<file path="config.mk">
export PLATFORM = sky130hd
export DESIGN_NAME = tftp_write_sender_control
export DESIGN_NICKNAME = d
export VERILOG_FILES = /design/src/hw/rtl/tws_pkg.sv /design/src/hw/rtl/tws_ctrl.sv /design/src/hw/rtl/tftp_write_sender_control.sv
export SDC_FILE = /design/constraint.sdc
export NUM_CORES = 1
export LEC_CHECK = 0
export ABC_AREA = 0
export BUFFER_PORTS_ARGS = -buffer_cell sky130_fd_sc_hd__buf_2
export CORE_UTILIZATION = 55
export CTS_CLUSTER_DIAMETER = 30
export DETAILED_ROUTE_END_ITERATION = 8
export PLACE_DENSITY = 0.87
export SLEW_MARGIN = 40
export SYNTH_ARGS = -nofsm -noshare
export SYNTH_HDL_FRONTEND = slang
export SYNTH_SLANG_ARGS = --single-unit
</file>
<file path="constraint.sdc">
create_clock -name clk -period 4.1 [get_ports clk]
set_input_delay 0 -clock clk [delete_from_list [all_inputs] [get_ports clk]]
set_output_delay 0 -clock clk [all_outputs]
set_load 0.005 [all_outputs]
</file>
<file path="src/hw/rtl/tws_pkg.sv">
// Shared types and constants for the TFTP write sender control block.
// Used by tws_ctrl and tftp_write_sender_control; depends on nothing.
`default_nettype none

package tws_pkg;

  localparam int unsigned CFG_IDX_W  = 1;
  localparam int unsigned CFG_DATA_W = 16;
  localparam int unsigned IN_DATA_W  = 40;
  localparam int unsigned OUT_DATA_W = 32;

  localparam logic [CFG_IDX_W-1:0] CFG_MAX_RETRIES   = 1'd0;
  localparam logic [CFG_IDX_W-1:0] CFG_TIMEOUT_TICKS = 1'd1;

  localparam logic [7:0]  MAX_RETRIES_RST   = 8'd5;
  localparam logic [15:0] TIMEOUT_TICKS_RST = 16'd1000;

  localparam logic [7:0] OP_ACK = 8'd4;

  typedef enum logic [3:0] {
    PH_IDLE  = 4'b0001,
    PH_ACK0  = 4'b0010,
    PH_FETCH = 4'b0100,
    PH_WAIT  = 4'b1000
  } phase_t;

  typedef enum logic [1:0] {
    ACT_START  = 2'd0,
    ACT_BLOCK  = 2'd1,
    ACT_PACKET = 2'd2,
    ACT_TICK   = 2'd3
  } action_t;

  typedef enum logic [2:0] {
    CMD_NONE   = 3'd0,
    CMD_FETCH  = 3'd1,
    CMD_SEND   = 3'd2,
    CMD_RESEND = 3'd3,
    CMD_DONE   = 3'd4,
    CMD_FAIL   = 3'd5
  } cmd_t;

  typedef struct packed {
    phase_t      phase;
    logic [15:0] block_counter;
    logic [9:0]  sent_length;
    logic [7:0]  attempts_used;
    logic [15:0] tick_count;
    logic        final_block;
  } state_t;

  typedef struct packed {
    action_t     action;
    logic [9:0]  byte_count;
    logic [7:0]  rx_opcode;
    logic [15:0] rx_block;
    logic        source_match;
  } item_t;

  typedef struct packed {
    cmd_t        command;
    logic [15:0] tx_block;
    logic [9:0]  payload_length;
  } result_t;

  typedef struct packed {
    logic [7:0]  max_retries;
    logic [15:0] timeout_ticks;
  } cfg_t;

endpackage

`default_nettype wire

</file>
<file path="src/hw/rtl/tws_ctrl.sv">
// Next-state and command logic for one event of the TFTP write sender.
// Purely combinational; uses types and codes from tws_pkg.
`default_nettype none

module tws_ctrl #(
  parameter int unsigned BLOCK_BYTES = 512
) (
  input  tws_pkg::state_t  st,
  input  tws_pkg::item_t   item,
  input  tws_pkg::cfg_t    cfg,
  output tws_pkg::state_t  st_nxt,
  output tws_pkg::result_t res
);

  localparam logic [16:0] BLOCK_LEN = 17'(BLOCK_BYTES);

  logic [7:0]  ack0_limit;
  logic [7:0]  att_inc;
  logic [15:0] tick_inc;
  logic [15:0] tick_limit;
  logic        expired;
  logic        good;
  logic [16:0] byte_ext;
  logic [16:0] len;
  tws_pkg::cmd_t cmd;

  assign ack0_limit = (cfg.max_retries > 8'd2) ? (cfg.max_retries - 8'd2) : 8'd0;
  assign att_inc    = st.attempts_used + 8'd1;
  assign tick_inc   = st.tick_count + 16'd1;
  assign tick_limit = (cfg.timeout_ticks == 16'd0) ? 16'd1 : cfg.timeout_ticks;
  assign expired    = (tick_inc >= tick_limit);
  assign good       = (item.rx_opcode == tws_pkg::OP_ACK) &&
                      (item.rx_block == st.block_counter);
  assign byte_ext   = {7'd0, item.byte_count};
  // saturate oversized blocks
  assign len        = (byte_ext > BLOCK_LEN) ? BLOCK_LEN : byte_ext;

  always_comb begin
    st_nxt = st;
    cmd    = tws_pkg::CMD_NONE;
    unique case (item.action)
      tws_pkg::ACT_START: begin
        st_nxt.block_counter = 16'd0;
        st_nxt.sent_length   = 10'd0;
        st_nxt.attempts_used = 8'd0;
        st_nxt.tick_count    = 16'd0;
        st_nxt.final_block   = 1'b0;
        if (ack0_limit == 8'd0) begin
          st_nxt.phase = tws_pkg::PH_FETCH;
          cmd          = tws_pkg::CMD_FETCH;
        end else begin
          st_nxt.phase = tws_pkg::PH_ACK0;
        end
      end
      tws_pkg::ACT_BLOCK: begin
        if (st.phase == tws_pkg::PH_FETCH) begin
          st_nxt.block_counter = st.block_counter + 16'd1;
          st_nxt.sent_length   = len[9:0];
          st_nxt.final_block   = (len != BLOCK_LEN);
          st_nxt.attempts_used = 8'd0;
          st_nxt.tick_count    = 16'd0;
          st_nxt.phase         = tws_pkg::PH_WAIT;
          cmd                  = tws_pkg::CMD_SEND;
        end
      end
      tws_pkg::ACT_PACKET: begin
        if ((st.phase == tws_pkg::PH_ACK0) || (st.phase == tws_pkg::PH_WAIT)) begin
          st_nxt.tick_count = 16'd0;
          if (!item.source_match) begin
            // foreign packet: only restart the timeout
          end else if (good) begin
            if ((st.phase == tws_pkg::PH_WAIT) && st.final_block) begin
              st_nxt.phase = tws_pkg::PH_IDLE;
              cmd          = tws_pkg::CMD_DONE;
            end else begin
              st_nxt.phase = tws_pkg::PH_FETCH;
              cmd          = tws_pkg::CMD_FETCH;
            end
          end else begin
            st_nxt.attempts_used = att_inc;
            if (st.phase == tws_pkg::PH_ACK0) begin
              if (att_inc >= ack0_limit) begin
                st_nxt.phase = tws_pkg::PH_FETCH;
                cmd          = tws_pkg::CMD_FETCH;
              end
            end else if (att_inc >= cfg.max_retries) begin
              st_nxt.phase = tws_pkg::PH_IDLE;
              cmd          = tws_pkg::CMD_FAIL;
            end else begin
              cmd = tws_pkg::CMD_RESEND;
            end
          end
        end
      end
      tws_pkg::ACT_TICK: begin
        if ((st.phase == tws_pkg::PH_ACK0) || (st.phase == tws_pkg::PH_WAIT)) begin
          st_nxt.tick_count = tick_inc;
          if (expired) begin
            st_nxt.tick_count    = 16'd0;
            st_nxt.attempts_used = att_inc;
            if (st.phase == tws_pkg::PH_ACK0) begin
              if (att_inc >= ack0_limit) begin
                st_nxt.phase = tws_pkg::PH_FETCH;
                cmd          = tws_pkg::CMD_FETCH;
              end
            end else if (att_inc >= cfg.max_retries) begin
              st_nxt.phase = tws_pkg::PH_IDLE;
              cmd          = tws_pkg::CMD_FAIL;
            end else begin
              cmd = tws_pkg::CMD_RESEND;
            end
          end
        end
      end
    endcase
  end

  always_comb begin
    res.command = cmd;
    if ((cmd == tws_pkg::CMD_SEND) || (cmd == tws_pkg::CMD_RESEND)) begin
      res.tx_block       = st_nxt.block_counter;
      res.payload_length = st_nxt.sent_length;
    end else begin
      res.tx_block       = 16'd0;
      res.payload_length = 10'd0;
    end
  end

endmodule

`default_nettype wire

</file>
<file path="src/hw/rtl/tftp_write_sender_control.sv">
// Top level of the TFTP write sender control block: stream ports, config
// registers, transfer state and result register. Uses tws_pkg and tws_ctrl.
//
// Each accepted event (start, file block ready, packet received, time tick)
// yields exactly one command on the output stream, in the cycle after it is
// taken. A new event can be taken in every cycle: the transfer state is
// updated in a single pass and the command lands in an output register, so
// the input stalls only while that register holds a command the consumer has
// not taken. Configuration writes are always accepted and should be made
// while no event is in flight.
`default_nettype none

module tftp_write_sender_control #(
  parameter int unsigned BLOCK_BYTES = 512
) (
  input  wire logic                              clk,
  input  wire logic                              rst_n,
  // event stream
  input  wire logic                              in_tvalid,
  output logic                                   in_tready,
  // tdata: byte_count[9:0], rx_opcode[17:10], rx_block[33:18], source_match[34]
  input  wire logic [tws_pkg::IN_DATA_W-1:0]     in_tdata,
  // tuser: action[1:0]
  input  wire logic [1:0]                        in_tuser,
  // command stream
  output logic                                   out_tvalid,
  input  wire logic                              out_tready,
  // tdata: tx_block[15:0], payload_length[25:16]
  output logic [tws_pkg::OUT_DATA_W-1:0]         out_tdata,
  // tuser: command[2:0]
  output logic [2:0]                             out_tuser,
  // configuration write channel
  input  wire logic                              cfg_valid,
  output logic                                   cfg_ready,
  input  wire logic [tws_pkg::CFG_IDX_W-1:0]     cfg_index,
  input  wire logic [tws_pkg::CFG_DATA_W-1:0]    cfg_data
);

  tws_pkg::cfg_t    cfg_r;
  tws_pkg::state_t  st_r;
  tws_pkg::state_t  st_nxt;
  tws_pkg::item_t   item;
  tws_pkg::result_t res;
  tws_pkg::result_t res_r;
  logic             out_valid_r;
  logic             in_fire;

  assign cfg_ready = 1'b1;
  assign in_tready = !out_valid_r || out_tready;
  assign in_fire   = in_tvalid && in_tready;

  assign item.action       = tws_pkg::action_t'(in_tuser);
  assign item.byte_count   = in_tdata[9:0];
  assign item.rx_opcode    = in_tdata[17:10];
  assign item.rx_block     = in_tdata[33:18];
  assign item.source_match = in_tdata[34];

  tws_ctrl #(
    .BLOCK_BYTES (BLOCK_BYTES)
  ) u_ctrl (
    .st     (st_r),
    .item   (item),
    .cfg    (cfg_r),
    .st_nxt (st_nxt),
    .res    (res)
  );

  always_ff @(posedge clk) begin
    if (!rst_n) begin
      cfg_r.max_retries   <= tws_pkg::MAX_RETRIES_RST;
      cfg_r.timeout_ticks <= tws_pkg::TIMEOUT_TICKS_RST;
    end else if (cfg_valid) begin
      unique case (cfg_index)
        tws_pkg::CFG_MAX_RETRIES:   cfg_r.max_retries   <= cfg_data[7:0];
        tws_pkg::CFG_TIMEOUT_TICKS: cfg_r.timeout_ticks <= cfg_data;
      endcase
    end
  end

  always_ff @(posedge clk) begin
    if (!rst_n) begin
      st_r.phase         <= tws_pkg::PH_IDLE;
      st_r.block_counter <= 16'd0;
      st_r.sent_length   <= 10'd0;
      st_r.attempts_used <= 8'd0;
      st_r.tick_count    <= 16'd0;
      st_r.final_block   <= 1'b0;
    end else if (in_fire) begin
      st_r <= st_nxt;
    end
  end

  // hold the command until the consumer takes the transaction
  always_ff @(posedge clk) begin
    if (!rst_n) begin
      out_valid_r <= 1'b0;
    end else if (in_fire) begin
      out_valid_r <= 1'b1;
    end else if (out_tready) begin
      out_valid_r <= 1'b0;
    end
  end

  always_ff @(posedge clk) begin
    if (in_fire) begin
      res_r <= res;
    end
  end

  assign out_tvalid = out_valid_r;
  assign out_tuser  = res_r.command;
  assign out_tdata  = {6'd0, res_r.payload_length, res_r.tx_block};

endmodule

`default_nettype wire

</file>
==> results_dict.tcl, run 1 <==
set metrics [dict create \
    synth_edf_count 29 \
    final_core_util_pct 67.0 \
    rsz0062_at_grt "false" \
    tns_ns 0 \
    dp_slack_ns 0.394 \
    fmax_ghz 0.262 \
    dr.pass1.iters 5 \
    crit_path_cell_trace "and3_1 > and3_1 > nand3_1 > nor2_1 > nand3_1 > xnor2_1 > ha_1 > a21oi_1 > o21ai_0 > a21oi_1 > o21ai_0 > a32oi_1 > and3_1 > a22o_1" \
    required_ns 4.40 \
    startpoint_type "flop" \
    outcome "finished, final reports clean" \
    grt_pass1_wl_mm 24.4 \
    synth_top_area_share_pct 25.6 \
    hold_class "in2reg" \
    routed_via_density 5.79 \
    syn_to_final_growth_pct 17.5 \
    cts_tree "yes" \
    h-tree-depth 3 \
    syn_area_per_cell_sq_um 8.56 \
    yosysWarnings 0 \
    synth_seq_cells 109 \
    final-hold-violation-count 0 \
    die_x_microns 109 \
    num_vias 5667 \
    maxSlewViolCount 0 \
    whs_ns 0.00913 \
    core_sq_um 11000 \
    worst-path-buf-inv 0 \
    setup_viol 0 \
    io_pins 102 \
    yosys.area.top_type "dfxtp_1" \
    finalWeightedCongestion 0.924 \
    cap_violations 0 \
    powerDensity_nw_per_um2 303 \
    drt_iter0_drc 554 \
    slew_headroom_pct 53.8 \
    dp_hpwl_mm 10.2 \
    nets 933 \
    ys_async_sr_fraction_pct 0 \
    tightest_slew_ns 0.692 \
    detail_route.wl_per_cell_microns 15.0 \
    cts_buffers 9 \
    power_mw 2.23 \
    antenna_found_initial 0 \
    path_delay_family "simple AND/OR/NAND/NOR gates" \
    worst_path_max_delay_cell "dfxtp_1" \
    grt_max_degree 43 \
    drive_above_1_share_pct 14.9 \
    period_minus_slack_ns 3.81 \
    wl_mm 14.7 \
    drcViolationCount 0 \
    rows 38 \
    yosysUniqueCellTypes 63 \
    vdd_ir_drop_max_uv 182 \
    leakagePower_nw 3.09 \
    cpMostUsedCell "and3_1" \
    clock_path_buffers 2 \
    grt_pass1_vias 5321 \
    synth.area.top_cells "dfxtp_1 (26%), edfxtp_1 (14%), ha_1 (7.2%)" \
    cpPeakStageDelay_ns 0.40 \
    clk_latency_ns 0.35 \
    root_buffer "clkbuf_16" \
    start_util_pct 57.0 \
    clk_pin_slew_ns 0.08 \
    synthFlopType "dfxtp_1" \
    antenna_cells 0 \
    synth_area_sq_um 6260 \
    die_area_sq_um 11800 \
    final_cell_mix "nand2_1 (89), buf_2 (89), dfxtp_1 (80), nor2_1 (71), a21oi_1 (55)" \
    gr-total-overflow 0 \
    portBuffers 89 \
    crit_type "reg2reg" \
    worst_setup_path_end_kind "flop" \
    cts.sinks 109 \
    cp.arrival_ns 4.11 \
    synth_cells 732 \
    fin_worst_skew_ns 0.0105 \
    synth_seq_area_share_pct 39.5 \
    crit_path_max_fanout 7 \
    detail-route-antenna-nets 0 \
    die_y_microns 109 \
    gr-usage-all-layers_pct 25.9 \
    fin_crit_sh_pct 93.0 \
    finalWorstSetupSlack_ns 0.286 \
]
==> repair_timing <==
| action | CTS | global route |
|---|---|---|
| hold buffers | 28 | 0 |
| setup endpoints to repair | 0 | 7 |
| gates resized for setup | 0 | 2 |
| setup buffers | 0 | 0 |
| hold endpoints to repair | 41 | 0 |
==> per-layer routing <==
layer | vias up | track usage [%] | part of all wire [%]
li1 | 2832 | - | -
met1 | 2612 | 33.4 | 45
met2 | 205 | 44.3 | 49
met3 | 18 | 3.71 | 5.2
met4 | 0 | 8.69 | 1.2
met5 | - | 0 | 0
==> power by group <==
part	internal, mW	switching (mW)
registers	1.13	0.0151
logic	0.0963	0.134
clock network	0.424	0.430
==> area by class of cell <==
class	count	area, sq um
clock buffer	10	229
clock inverter	6	55.1
fill	872	3620
inverter	30	113
multi-input combinational	558	3530
sequential	109	2470
tap	140	175
timing repair buffer	125	786
==> synth_stat cells, types with 2 or more instances <==
master	number
or3_1	9
a31oi_1	5
a21o_1	10
or4b_4	2
o2111a_1	2
nor3b_1	5
o21ai_0	19
nand2_1	89
edfxtp_1	29
dfxtp_1	80
o21a_1	4
inv_1	28
ha_1	36
buf_2	6
mux2i_1	2
nor3_1	18
nand3_1	24
a21oi_1	55
a211oi_1	8
and2_1	5
a22oi_1	27
conb_1	2
clkbuf_1	27
nor2_1	71
clkinv_1	2
a311oi_1	2
nor2b_1	6
and3_1	20
o211ai_1	15
nand4_1	5
nand2b_1	6
a32oi_1	3
xnor2_1	20
nor4_1	12
and2_0	2
xor2_1	30
a22o_1	11
o211a_1	2
nor2_2	2
buf_4	7
o21ai_1	2
==> final timing paths <==
kind	start	to	slack, ns	depth (start not counted)
max	st_r[1]	st_r[23]	0.29	14
min	rst_n	cfg_r[16]	0.009	2
max reg2reg	st_r[1]	st_r[23]	0.29	14
min reg2reg	cfg_r[22]	cfg_r[22]	0.48	2
==> kinds of logic (layout without fill, tap and decap cells) <==
| family | after synthesis | after routing | synth area share [%] |
|---|---|---|---|
| adder cells (fa/ha/maj) | 36 | 36 | 7.19 |
| buffers and inverters | 70 | 171 | 4.73 |
| other | 2 | 7 | 0.120 |
| AND/OR/NAND/NOR | 283 | 283 | 21.8 |
| XOR/XNOR | 50 | 50 | 6.99 |
| multiplexers | 2 | 2 | 0.320 |
| flip-flops | 109 | 109 | 39.5 |
| AO/OA/AOI/OAI | 180 | 180 | 19.4 |
==> sequential cells by signal, summed over array words and instances (netlist names) <==
register and cells:
cfg_r 24, out_tdata 26, out_tvalid 1, out_tuser 3
st_r 55
==> through the flow <==
stage | area [sq um] | std cells
2_1_floorplan | 6280 | 737
3_3_place_gp | 6780 | 934
3_5_place_dp | 6780 | 934
4_1_cts | 7350 | 978
6_report | 7360 | 978
5_1_grt | 7360 | 978
Power figures use the tool's default switching activity.
==> inputs of run 2 (changes only) <==
--- a/config.mk
+++ b/config.mk
@@ -8,9 +8,10 @@
 export ABC_AREA = 0
 export BUFFER_PORTS_ARGS = -buffer_cell sky130_fd_sc_hd__buf_2
 export CORE_UTILIZATION = 55
+export CTS_BUF_LIST = sky130_fd_sc_hd__clkbuf_4 sky130_fd_sc_hd__clkbuf_8
 export CTS_CLUSTER_DIAMETER = 30
 export DETAILED_ROUTE_END_ITERATION = 8
-export PLACE_DENSITY = 0.87
+export PLACE_DENSITY = 0.88
 export SLEW_MARGIN = 40
 export SYNTH_ARGS = -nofsm -noshare
 export SYNTH_HDL_FRONTEND = slang
==> run 2 against run 1 <==
  * Flip-flop and latch count did not move
  * Register-to-register slack improved by 0.05 ns
  * Maximum frequency rose by 1.3%
  * Final area fell by 0.46%
  * Critical path type unchanged
  * Critical endpoint is now st_r[21]
==> results_dict.tcl, run 2 (synthesis results as in run 1) <==
set metrics [dict create \
    grt_max_degree 45 \
    wl_mm 15.0 \
    worst_path_max_delay_cell "dfxtp_1" \
    crit_path_cell_trace "and3_1 > and3_1 > nand3_1 > nor2_1 > xor2_1 > ha_1 > and2_0 > a221o_1 > a21oi_1 > o21ai_0 > a32oi_1 > and3_1 > a22o_1" \
    tightest_slew_ns 0.747 \
    cts.sinks 109 \
    dp_slack_ns 0.359 \
    antenna_cells 0 \
    largest_reg_flops 55 \
    core_sq_um 11000 \
    top_register "st_r" \
    final_cell_mix "nand2_1 (89), buf_2 (89), dfxtp_1 (80), nor2_1 (71), a21oi_1 (55)" \
    leakagePower_nw 3.07 \
    detail-route-antenna-nets 0 \
    fin_worst_skew_ns 0.0133 \
    grt_pass1_wl_mm 24.4 \
    crit_path_max_fanout 7 \
    syn_to_final_growth_pct 17.0 \
    period_minus_slack_ns 3.76 \
    routed_via_density 5.85 \
    vdd_ir_drop_max_uv 187 \
    cap_violations 0 \
    finalWeightedCongestion 0.915 \
    maxSlewViolCount 0 \
    cts_buffers 9 \
    cts_tree "yes" \
    h-tree-depth 3 \
    slew_headroom_pct 49.9 \
    io_pins 102 \
    detail_route.wl_per_cell_microns 15.3 \
    dp_hpwl_mm 10.1 \
    finalWorstSetupSlack_ns 0.336 \
    nets 937 \
    cpPeakStageDelay_ns 0.42 \
    drt_iter0_drc 410 \
    post_dp_cell_area_sq_um 6780 \
    final-hold-violation-count 0 \
    fmax_ghz 0.266 \
    num_vias 5746 \
    drive_above_1_share_pct 15.0 \
    dr.pass1.iters 5 \
    cp.arrival_ns 4.09 \
    grt_pass1_vias 5230 \
    required_ns 4.43 \
    gr-usage-all-layers_pct 26.0 \
    die_area_sq_um 11800 \
    setup_viol 0 \
    antenna_found_initial 0 \
    gr-total-overflow 0 \
    clock_path_buffers 2 \
    final_area_sq_um 7330 \
    start_util_pct 57.0 \
    powerDensity_nw_per_um2 283 \
    cts_setup_buffers 0 \
    hold_class "in2reg" \
    cpMostUsedCell "and3_1" \
    drcViolationCount 0 \
    worst_setup_path_end_kind "flop" \
    die_x_microns 109 \
    clk_latency_ns 0.38 \
    rows 38 \
    startpoint_type "flop" \
    fin_crit_sh_pct 91.8 \
    root_buffer "clkbuf_8" \
    portBuffers 89 \
    clk_pin_slew_ns 0.11 \
    crit_type "reg2reg" \
    die_y_microns 109 \
    outcome "finished, final reports clean" \
]
-- run 2: cell types whose count changed in the layout (fill, tap and decap cells not counted) --
| cell | delta |
|---|---|
| bufinv_16 | +1 |
| clkbuf_1 | -1 |
| clkbuf_16 | -9 |
| clkbuf_4 | +1 |
| clkbuf_8 | +9 |
| clkinv_4 | -2 |
| dlygate4sd3_1 | +4 |
| inv_8 | +1 |
-- run 2: cell type report --
cell class                 instances  area, sq um
clock buffer                      10          131
clock inverter                     6         78.8
fill                             863         3650
inverter                          30          113
multi-input combinational        558         3530
sequential                       109         2470
tap                              140          175
timing repair buffer             129          826
-- run 2: through the flow --
stage	setup TNS, ns	util, %	hold WS [ns]	std cells	power (mW)
after floorplan	0	-	0.124	737	1.30
after global placement	0	61.7	0.246	934	1.37
after detailed placement	0	61.8	0.248	934	1.38
after CTS	0	66.6	0.0230	982	2.08
after global routing	-0.0134	66.7	0.0774	982	2.15
final	0	66.7	0.0217	982	2.08
-- run 2: layer usage --
layer	global-route usage [%]	routed length, microns
met5	0	0
met3	4.18	961
met1	34.4	6660
met4	7.72	192
met2	43.5	7170
-- run 2: power breakdown --
group | internal [mW] | leakage (nW) | switching, mW
clock | 0.303 | 0.108 | 0.392
combinational | 0.0995 | 2.02 | 0.136
sequential | 1.13 | 0.940 | 0.0152
-- run 2: path summary, 6_finish.rpt --
kind	start	to	slack [ns]	cells after the start
setup / recovery	st_r[3]	st_r[21]	0.34	13
setup reg to reg	st_r[3]	st_r[21]	0.34	13
hold / removal	cfg_index	cfg_r[20]	0.02	4
hold reg to reg	cfg_r[0]	cfg_r[0]	0.48	2
-- run 2: what timing repair did --
action,CTS,global route
hold buffers,32,0
setup endpoints to repair,0,7
hold endpoints to repair,43,0
gates resized for setup,0,2
-- run 2: critical path: cells and delay by family (launching register included) --
kind,cells,cell delay [ns]
adder cells (fa/ha/maj),1,0.26
XOR/XNOR,1,0.18
flip-flops,1,0.42
AO/OA/AOI/OAI,5,1.30
AND/OR/NAND/NOR,6,1.56
==> inputs of run 3 (changes only) <==
--- a/config.mk
+++ b/config.mk
@@ -7,11 +7,11 @@
 export LEC_CHECK = 0
 export ABC_AREA = 0
 export BUFFER_PORTS_ARGS = -buffer_cell sky130_fd_sc_hd__buf_2
-export CORE_UTILIZATION = 55
+export CORE_UTILIZATION = 59
 export CTS_BUF_LIST = sky130_fd_sc_hd__clkbuf_4 sky130_fd_sc_hd__clkbuf_8
 export CTS_CLUSTER_DIAMETER = 30
 export DETAILED_ROUTE_END_ITERATION = 8
-export PLACE_DENSITY = 0.88
+export PLACE_DENSITY = 0.93
 export SLEW_MARGIN = 40
 export SYNTH_ARGS = -nofsm -noshare
 export SYNTH_HDL_FRONTEND = slang
==> run 3 against run 2 <==
  * Die area shrank 6.7%
  * Sequential share of layout area barely moved
  * Highest routed layer unchanged
  * Worst setup slack lost 0.046 ns
  * Largest cell class unchanged
  * Final area decreased by 0.14%
  * Non-clock buffer count is 1 lower
  * Clock power down 3%
==> results_dict.tcl, run 3 (synthesis results as in run 1) <==
set metrics [dict create \
    rows 37 \
    crit_path_start "st_r[3]" \
    multi_input_area_sq_um 3530 \
    num_vias 5916 \
    gr-usage-all-layers_pct 28.7 \
    fmax_ghz 0.262 \
    antenna_cells 0 \
    crit_path_max_fanout 6 \
    cp.arrival_ns 4.07 \
    leakagePower_nw 3.06 \
    setup_viol 0 \
    outcome "finished, final reports clean" \
    detail_route.wl_per_cell_microns 16.1 \
    die_y_microns 105 \
    core_sq_um 10300 \
    rsz0062_at_grt "false" \
    finalWeightedCongestion 0.890 \
    worst_setup_path_end_kind "flop" \
    clk_latency_ns 0.39 \
    drt_iter0_drc 511 \
    drcViolationCount 0 \
    maxSlewViolCount 0 \
    tightest_slew_ns 0.749 \
    dr.pass1.iters 6 \
    cap_violations 0 \
    grt_pass1_wl_mm 25.4 \
    largest_reg_flops 55 \
    cts_tree "yes" \
    cts_buffers 9 \
    slew_headroom_pct 50.1 \
    num-fill-cells 748 \
    crit_type "reg2reg" \
    top_register "st_r" \
    fin_worst_skew_ns 0.0158 \
    h-tree-depth 3 \
    final_cell_count_no_fill 977 \
    fin_crit_sh_pct 92.9 \
    detail-route-antenna-nets 0 \
    final-hold-violation-count 0 \
    die_x_microns 105 \
    clk_pin_slew_ns 0.12 \
    syn_to_final_growth_pct 16.8 \
    register_area_sq_um 2470 \
    root_buffer "clkbuf_8" \
    period_minus_slack_ns 3.81 \
    clock_path_buffers 2 \
    drive_above_1_share_pct 15.1 \
    portBuffers 89 \
    required_ns 4.36 \
    vdd_ir_drop_max_uv 182 \
    die_area_sq_um 11000 \
    hold_class "in2reg" \
    gr-total-overflow 0 \
    io_pins 102 \
    tns_ns 0 \
    final_core_util_pct 70.9 \
    startpoint_type "flop" \
    r2r-start "st_r[3]" \
    grt_max_degree 62 \
    nets 936 \
    cts.sinks 109 \
    cts_setup_buffers 0 \
    dp.cells 930 \
    antenna_found_initial 0 \
    start_util_pct 60.7 \
    min_from "cfg_index" \
    wl_mm 15.8 \
    routed_via_density 6.06 \
    power_mw 2.06 \
    dp_hpwl_mm 10.3 \
    final_cell_mix "nand2_1 (89), buf_2 (89), dfxtp_1 (80), nor2_1 (71), a21oi_1 (55)" \
    grt_pass1_vias 5536 \
    powerDensity_nw_per_um2 282 \
]
==> run 3: cell count changes in the layout (fill, tap and decap cells not counted), sizes merged <==
cell,delta
clkinvlp,+1
bufinv,-1
dlygate4sd3,-1
clkbuf,-1
inv,-1
clkinv,+2
==> run 3: area by class of cell <==
type                    count  share of cell area (%)
repair buffers            128                    11.1
flip-flops and latches    109                    33.8
clock buffers               9                    1.69
inverters                  30                    1.54
well taps                 136                    2.33
clock inverters             7                    1.23
multi-input cells         558                    48.3
==> run 3: report_power, final <==
group / switching, mW / leakage, nW / internal [mW]
Combinational: 0.139 / 2.02 / 0.0992
Sequential: 0.0164 / 0.940 / 1.13
Clock: 0.431 / 0.101 / 0.246
Total: 0.587 / 3.06 / 1.48
==> run 3: metal layers <==
layer / share of wire (%) / global-route usage, % / up-vias / wire (microns)
met5: 0 / 0 / - / 0
met4: 3.1 / 12.6 / 0 / 491
met3: 7.3 / 3.74 / 41 / 1160
met2: 50 / 51.7 / 318 / 7810
met1: 40 / 34.0 / 2732 / 6300
li1: - / - / 2825 / -
==> run 3: repair_timing <==
item                       CTS  global route
hold buffers                31             0
resized for setup            0             3
setup endpoints to repair    0             8
hold endpoints to repair    46             0
==> run 3: through the flow <==
step	area (sq um)	hold WS, ns	setup WS (ns)
6_report	7320	0.0477	0.290
5_1_grt	7320	0.0775	0.0329
4_1_cts	7300	0.0161	0.347
3_5_place_dp	6780	0.236	0.363
3_3_place_gp	6770	0.237	0.445
2_1_floorplan	6280	0.124	0.659
==> run 3: worst max-delay path: stages (launching register included) <==
cell,delay [ns]
dfxtp_1,0.41
and3_1,0.25
and3_1,0.28
nand3_1,0.21
nor2_1,0.29
nand3_1,0.19
xnor2_1,0.23
ha_1,0.29
a21oi_1,0.18
o21ai_0,0.10
a21oi_1,0.28
o211ai_1,0.15
a21boi_1,0.49
mux2i_1,0.26
o2bb2ai_1,0.09
==> run 3: path summary, 6_finish.rpt <==
path,to,cells past startpoint,slack (ns)
worst max-delay path,st_r[52],14,0.29
worst min-delay path,cfg_r[19],4,0.05
worst max register to register,st_r[52],14,0.29
worst min register to register,cfg_r[12],2,0.49
